[src/rtl/ismt_pkg.sv]
`default_nettype none
package ismt_pkg;

  localparam int CAPACITY_DEF = 16;
  localparam int VALUE_W      = 32;
  localparam int FUNC_W       = 2;
  localparam int STATUS_W     = 2;
  localparam int COUNT_W      = 5;

  localparam logic [FUNC_W-1:0] FN_ADD      = 2'd0;
  localparam logic [FUNC_W-1:0] FN_REMOVE   = 2'd1;
  localparam logic [FUNC_W-1:0] FN_CONTAINS = 2'd2;

  localparam logic [STATUS_W-1:0] ST_OK   = 2'd0;
  localparam logic [STATUS_W-1:0] ST_MISS = 2'd1;
  localparam logic [STATUS_W-1:0] ST_FULL = 2'd2;

  // lookup word walking down the row of cells
  typedef struct packed {
    logic               vld;
    logic [FUNC_W-1:0]  func;
    logic [VALUE_W-1:0] value;
    logic               found;
    logic               free_seen;
  } tok_t;

  // end-of-row decision broadcast back to every cell
  typedef struct packed {
    logic en;
    logic insert;
  } commit_t;

endpackage
`default_nettype wire

[src/rtl/ismt_cell.sv]
`default_nettype none
module ismt_cell
  import ismt_pkg::*;
(
  input  wire logic    clk,
  input  wire logic    rst,
  input  wire tok_t    tok_in,
  input  wire commit_t commit,
  output tok_t         tok_out,
  output logic         cand
);

  logic [VALUE_W-1:0] entry;
  logic               valid;
  logic               match;
  logic               take_free;
  tok_t               tok_next;

  assign match     = tok_in.vld && valid && (entry == tok_in.value);
  // first empty cell seen by an add claims the slot until the commit
  assign take_free = tok_in.vld && (tok_in.func == FN_ADD) && !valid && !tok_in.free_seen;

  always_comb begin
    tok_next           = tok_in;
    tok_next.found     = tok_in.found | match;
    tok_next.free_seen = tok_in.free_seen | !valid;
  end

  always_ff @(posedge clk) begin
    if (rst) begin
      valid       <= 1'b0;
      cand        <= 1'b0;
      tok_out.vld <= 1'b0;
    end else begin
      tok_out <= tok_next;
      if (commit.en) begin
        cand <= 1'b0;
        if (commit.insert && cand) begin
          valid <= 1'b1;
        end
      end else if (take_free) begin
        cand <= 1'b1;
      end
      if (match && (tok_in.func == FN_REMOVE)) begin
        valid <= 1'b0;
      end
    end
  end

  // entry is empty here, so parking the value early is harmless
  always_ff @(posedge clk) begin
    if (take_free) begin
      entry <= tok_in.value;
    end
  end

endmodule
`default_nettype wire

[src/rtl/integer_set_membership_table_unit.sv]
`default_nettype none
// Set of up to CAPACITY distinct 32-bit integers held in a row of cells. A command
// (func, value) is taken when start is high and busy is low; the lookup word then
// walks down the row one cell per cycle, and at the edge after it leaves the last
// cell the add is committed and done pulses for one cycle with status and count. Busy
// stays high until then, so the next start is taken at the edge that ends the done
// cycle; a new command is taken only once the last one is through. The receiver cannot
// stall: status and count are valid only while done is high.
module integer_set_membership_table_unit
  import ismt_pkg::*;
#(
  parameter int CAPACITY = CAPACITY_DEF
) (
  input  wire logic                clk,
  input  wire logic                rst,
  input  wire logic                start,
  output logic                     busy,
  input  wire logic [FUNC_W-1:0]   func,
  input  wire logic signed [VALUE_W-1:0] value,
  output logic                     done,
  output logic [STATUS_W-1:0]      status,
  output logic [COUNT_W-1:0]       count
);

  localparam int CW = $clog2(CAPACITY + 1);

  tok_t              tok [CAPACITY+1];
  logic [CAPACITY-1:0] cand_vec;
  logic [CAPACITY:0]   tok_vld_vec;
  commit_t           commit;
  tok_t              last;
  logic [CW-1:0]     cnt;
  logic [CW-1:0]     cnt_next;
  logic [STATUS_W-1:0] status_next;

  // vld, func, value, found, free_seen
  assign tok[0] = {start && !busy, func, value, 1'b0, 1'b0};

  for (genvar i = 0; i < CAPACITY; i++) begin : g_cell
    ismt_cell u_cell (
      .clk     (clk),
      .rst     (rst),
      .tok_in  (tok[i]),
      .commit  (commit),
      .tok_out (tok[i+1]),
      .cand    (cand_vec[i])
    );
  end

  for (genvar i = 0; i <= CAPACITY; i++) begin : g_vld
    assign tok_vld_vec[i] = tok[i].vld;
  end

  assign last = tok[CAPACITY];

  always_comb begin
    commit.en     = last.vld;
    commit.insert = 1'b0;
    cnt_next      = cnt;
    status_next   = last.found ? ST_OK : ST_MISS;
    case (last.func)
      FN_ADD: begin
        if (last.found) begin
          status_next = ST_MISS;
        end else if (last.free_seen) begin
          status_next   = ST_OK;
          commit.insert = last.vld;
          cnt_next      = cnt + 1'b1;
        end else begin
          status_next = ST_FULL;
        end
      end
      FN_REMOVE: begin
        if (last.found) begin
          cnt_next = cnt - 1'b1;
        end
      end
      default: begin
      end
    endcase
  end

  always_ff @(posedge clk) begin
    if (rst) begin
      busy <= 1'b0;
      done <= 1'b0;
      cnt  <= '0;
    end else begin
      done <= last.vld;
      if (start && !busy) begin
        busy <= 1'b1;
      end else if (last.vld) begin
        busy <= 1'b0;
      end
      if (last.vld) begin
        cnt <= cnt_next;
      end
    end
  end

  always_ff @(posedge clk) begin
    if (last.vld) begin
      status <= status_next;
    end
  end

  assign count = COUNT_W'(cnt);

  a_cnt_bound: assert property (@(posedge clk) disable iff (rst)
    cnt <= CW'(CAPACITY))
    else $error("element count above capacity");

  a_one_cand: assert property (@(posedge clk) disable iff (rst)
    $onehot0(cand_vec))
    else $error("more than one cell claimed a free slot");

  a_one_tok: assert property (@(posedge clk) disable iff (rst)
    $onehot0(tok_vld_vec[CAPACITY:1]))
    else $error("two lookup words in the cell row");

  a_busy_hold: assert property (@(posedge clk) disable iff (rst)
    (start && !busy) |=> busy)
    else $error("busy not raised after accept");

  a_done_free: assert property (@(posedge clk) disable iff (rst)
    done |-> (!busy && $countones(tok_vld_vec[CAPACITY:1]) == 0))
    else $error("done while a lookup is still in flight");

endmodule
`default_nettype wire

[config.mk]
export PLATFORM = sky130hd
export DESIGN_NAME = integer_set_membership_table_unit
export DESIGN_NICKNAME = d
export VERILOG_FILES = /design/src/rtl/ismt_pkg.sv /design/src/rtl/ismt_cell.sv /design/src/rtl/integer_set_membership_table_unit.sv
export SDC_FILE = /design/constraint.sdc
export NUM_CORES = 1
export LEC_CHECK = 0
export BUFFER_PORTS_ARGS = -buffer_cell sky130_fd_sc_hd__buf_2
export CORE_ASPECT_RATIO = 1.75
export CORE_MARGIN = 5
export CORE_UTILIZATION = 50
export CTS_BUF_LIST = sky130_fd_sc_hd__clkbuf_8
export CTS_CLUSTER_DIAMETER = 60
export DETAILED_ROUTE_END_ITERATION = 8
export GPL_TIMING_DRIVEN = 0
export PLACE_DENSITY = 0.75
export SYNTH_ARGS = -nofsm -noshare
export SYNTH_HDL_FRONTEND = slang
export SYNTH_SLANG_ARGS = --single-unit
export TNS_END_PERCENT = 20
[constraint.sdc]
create_clock -name clk -period 19.55 [get_ports clk]
set_input_delay 0.9775 -clock clk [delete_from_list [all_inputs] [get_ports clk]]
set_output_delay 0.9775 -clock clk [all_outputs]
set_load 0.02 [all_outputs]
# Yosys cells after proc, flatten, opt, wreduce, memory -nomap -nowiden
# Index checks and enable logic that the tools add are counted.
# Widths: inputs -> output; s select.
totals:
  regBits: 1113
  in_bits: 37
  out_inout_bits: 9
  word_cells: 409
classes:
  n_addsub: 2
  eq_ne: 36
  n_mux: 13
  n_bitwise: 30
  reduce_logical: 197
op_table:
  columns: ["op", "n"]
  rows:
  - ["$eq 32x32->1", 16]
  - ["$logic_and 1x1->1", 112]
  - ["$eq 2x1->1 const B", 17]
  - ["$logic_not 2->1", 17]
  - ["$reduce_or 2->1", 17]
  - ["$logic_not 1->1", 32]
  - ["$reduce_and 2->1", 16]
  - ["$or 1x1->1", 30]
  - ["$mux 5", 3]
  - ["$pmux 5 s2", 1]
  - ["$mux 1", 6]
  - ["$mux 2", 3]
  - ["$add 5x1->5 const B", 1]
  - ["$reduce_and 5->1", 1]
  - ["$sub 5x1->5 const B", 1]
  - ["$ne 2x1->1 const B", 2]
  - ["$reduce_bool 2->1", 2]
  - ["$ne 2x2->1 const B", 1]

# Logic depth before layout (Yosys ltp)
depth:
  depth_word: 6
  mapped_depth: 8
  depth_no_buf: 8

# Cells and area by module
# Synthesis repeated with hierarchy kept, for this count alone.
unflattened:
  hier_cells: 2071
  area_unflattened_um2: 40881.7
modules_own_cells:
  columns: ["mod", "instances", "cells_each", "area_each_um2", "seq_area_each_um2"]
  rows:
  - ["ismt_cell", 16, 126, 2523.7, 2102.0]
  - ["integer_set_membership_table_unit", 1, 55, 503.0, 200.2]

# Worst setup path after synthesis
# Ideal clock, no wire load.
synth_path:
  path_type: "input -> register"
  start: "input port rst"
  end: "register g_cell[0].u_cell.tok_out[0] in the netlist's numbering (enable)"
  setup_time_ns: 0.887
  t_arrival_ns: 11.597
  required_ns: 18.663
  slack_ns: 7.066
  stages: 2
  n_path_buf: 1
  path_cell_list: "clkbuf_1 -> inv_1"
synth_rtl:
  columns: ["item", "line", "source"]
  rows:
  - ["from (decl)", "integer_set_membership_table_unit.sv:15", "input wire logic rst,"]
  - ["to (signal assigned)", "ismt_cell.sv:35", "tok_out <= tok_next;"]
  - ["to (decl)", "ismt_cell.sv:9", "output tok_t tok_out,"]
# No word-level cell between the ends.

# Final worst setup path
layout_path:
  start: "input port rst"
  end: "register g_cell[13].u_cell.tok_out[26] in the netlist's numbering (enable)"
layout_rtl:
  columns: ["item", "line"]
  rows:
  - ["to (signal assigned)", "ismt_cell.sv:35"]
  - ["to (decl)", "ismt_cell.sv:9"]
# No word-level cell between the ends.

==> flow_summary_export.csv <==
group,metric,value,unit
die,dieWidth,223,um
timing,fmax,337,MHz
die,num_rows,136,
timing,worst_pin_slew,1.39,ns
placed_design,place_inst,3156,
cells_and_area,drive_gt1_share,13.0,%
yosys,netlist_instances,2023,
setup_path,rr_worst_depth,5,
setup_path,cp-start-kind,"input pin",
pwr,cellLeakagePower,15.1,nW
global_route,grt_antenna_before_repair,1,
die,start_util,50.4,%
timing,final_hold_viol_count,0,
yosys,ys_types,46,
pwr,p_clk_share,36.0,%
timing,finalSetupTns,0,ns
detailed_routing,dr_total_vias,17624,
timing,setup_slack,16.58,ns
clocking,h-tree-depth,4,
cells_and_area,fin_cells,3444,
yosys,synthesis.nets,2065,
timing,fin_skew,0.0287,ns
clocking,tritoncts,"built",
global_route,grt_max_degree,141,
pwr,swShare,20.8,%
timing,min_period,2.97,ns
clocking,post_cts_buffers,0,
outcome,status,"complete, no violations",
global_route,grt_use_total,16.6,%
cells_and_area,fin_util,56.7,%
setup_path,rrSetupSlack,16.94,ns
setup_path,crit_end,"g_cell[13].u_cell.tok_out[26]",
yosys,ys.flop_type,"edfxtp_1",
pwr,seqPwrFrac,61.8,%
flow_run,drv_cap,0,
pwr,p_per_area,99.9,nW/um^2
pwr,ir_drop,90.4,uV
global_route,grt_pass1_wl,107000,um
pwr,power,4.46,mW
clocking,insertion_delay,0.77,ns
timing,rsz0062_at_grt,"no",
detailed_routing,drt_first_iter_violations,1108,
global_route,grt_overflow_total,0,
timing,finalSetupViolations,0,
cells_and_area,fill_cells,5646,
die,pin_count,46,
worst_hold_path,min_path_type,"in -> reg",
yosys,yosysWarnings,0,
die,chipHeight,383,um
setup_path,worst-setup-path-type,"in -> reg",
clocking,numCtsBuffers,157,
global_route,grt_pass1_vias,19258,
yosys,synth-seq-area-share,82.7,%
placed_design,io_buffers,45,
setup_path,crit_start,"rst",
yosys,synth-seq-cells,1113,
clocking,hold_buffers,0,
clocking,cts.sinks,1113,
die,core_area,78800,um^2
cells_and_area,seqCellArea,32900,um^2
clocking,clkTransAtPathRegs,0.06,ns
pwr,combPwrFrac,2.2,%
detailed_routing,post_drt_wl_per_cell,20.5,um
yosys,netlist_area,39700,um^2
clocking,cts-root-buf,"clkbuf_8",
timing,fin_crit_sh,15.2,%
pwr,p_sw,0.927,mW
setup_path,timing.rr.end,"g_cell[11].u_cell.valid",
detailed_routing,drt-pass1-iter-count,5,
detailed_routing,antenna_left,0,
yosys,avgSynthCellArea,19.6,um^2
setup_path,r2r_start,"g_cell[10].u_cell.tok_out[5]",
yosys,synth_edf_count,1058,
yosys,synth-async-reset-ratio,0,%
placed_design,dp_hpwl,51200,um
pwr,p_int,3.54,mW
die,die_area,85400,um^2
setup_path,cp.required,19.94,ns
detailed_routing,via_per_inst,5.12,
timing,slew_headroom,6.68,%
clocking,cts_max_path_buffers,3,
detailed_routing,wirelength,70600,um
clocking,post_cts_resized,0,
setup_path,crit_fanout,140,
placed_design,preCtsSetupSlack,15.84,ns
setup_path,cp.arrival,3.36,ns
cells_and_area,multi_input_area,6800,um^2
detailed_routing,drc,0,
setup_path,cp-end-kind,"flop",
cells_and_area,nets,2322,
cells_and_area,areaGrowthSynthToFinish,12.5,%
placed_design,gp_congestion,0.754,
timing,final_max_slew_viol_count,0,
==> per-layer routing <==
| metal | GRT usage (%) | part of all wire, % | vias to the layer above | wire, um |
|---|---|---|---|---|
| met5 | 0 | 0 | - | 0 |
| met4 | 9.72 | 6.3 | 0 | 4430 |
| met3 | 3.70 | 3.3 | 160 | 2330 |
| met2 | 34.3 | 61 | 375 | 43300 |
| met1 | 13.5 | 29 | 8820 | 20600 |
| li1 | - | - | 8269 | - |
==> Yosys cell counts, types with 2 or more instances <==
library cell  number  area (um^2)
a21oi_1           21          105
nor3_1            28          140
buf_2              2         10.0
a311oi_1          16          140
nand2_1           18         67.6
xor2_1           444         3890
o22ai_1            3         18.8
nor4_1           117          732
and4_1             2         17.5
inv_1             36          135
nand4_1           35          219
nor2_1             8         30.0
dfxtp_1           55         1100
nor2b_1           21          131
nand3_1           17         85.1
edfxtp_1        1058        31800
mux2i_1            2         20.0
or2_1             15         93.8
or4_1              3         22.5
a222oi_1           2         20.0
o21a_1            16          120
clkbuf_1           5         18.8
xnor2_1           56          490
a21o_1             2         15.0
nand2b_1          17          106
ha_1               4         50.1
==> worst min path at each step <==
stage                                  startpoint                             to  slack, ns  depth (start not counted)
global route                            value[13]     g_cell[0].u_cell.entry[13]       0.34                          1
finish                                  value[19]   g_cell[0].u_cell.tok_out[21]       0.42                          1
floorplan            g_cell[9].u_cell.tok_out[35]  g_cell[10].u_cell.tok_out[35]       0.43                          0
CTS                                     value[13]     g_cell[0].u_cell.entry[13]       0.33                          1
global placement    g_cell[14].u_cell.tok_out[21]    g_cell[15].u_cell.entry[19]       0.43                          0
detailed placement  g_cell[10].u_cell.tok_out[35]  g_cell[11].u_cell.tok_out[35]       0.44                          0
==> per-stage QoR <==
stage,hold WS (ns),area [um^2]
3_3_place_gp,0.432,41300
2_1_floorplan,0.426,39700
3_5_place_dp,0.435,41800
5_1_grt,0.344,44700
4_1_cts,0.332,44700
6_report,0.418,44700
==> worst max-delay path, cell delays in order <==
cell and delay, ns:
buf_2 0.12, clkbuf_1 0.40, inv_8 0.47, buf_16 0.49, buf_16 0.50
==> registers in the layout, indices dropped and copies added (netlist names) <==
signal	flops
status	2
g_cell.u_cell.entry	512
g_cell.u_cell.valid	16
done	1
g_cell.u_cell.cand	16
count	5
g_cell.u_cell.tok_out	560
busy	1
==> cell usage in the layout, fill, tap and decap left out, types with 35 or more instances in the layout <==
master       n
nor4_1     101
clkbuf_8   172
clkinv_1    36
nand4_1     35
xor2_1     444
buf_2       47
xnor2_1     56
dfxtp_1     55
buf_4       49
edfxtp_1  1058
inv_1       95
==> kinds of logic (layout without fill, tap and decap cells) <==
logic type      count (synthesis)  in the layout  share of synthesized area, %
flops                        1113           1113                          82.7
xor+xnor                      500            500                          11.0
other cells                     0              1                             0
compound gates                 70             70                          1.27
fa+ha+maj                       5              5                         0.176
simple gates                  288            288                          4.31
mux                             3              3                        0.0787
buf+inv                        44            429                         0.422
==> final cells by class <==
class | instances | share of cell area (%)
inverters | 37 | 0.328
well taps | 1035 | 2.90
clock buffers | 172 | 5.30
multi-input cells | 866 | 15.2
flip-flops and latches | 1113 | 73.6
diodes | 1 | 0.00560
clock inverters | 115 | 1.06
repair buffers | 98 | 1.57
plain buffers | 7 | 0.0644
==> power groups by stage <==
stage / combinational, mW / sequential [mW] / clock (mW)
finish: 0.0971 / 2.76 / 1.61
global route: 0.105 / 2.76 / 1.78
CTS: 0.0994 / 2.76 / 1.65
detailed placement: 0.0985 / 2.81 / 0
global placement: 0.0910 / 2.84 / 0
floorplan: 0.0632 / 2.80 / 0
Power figures use the tool's default switching activity.
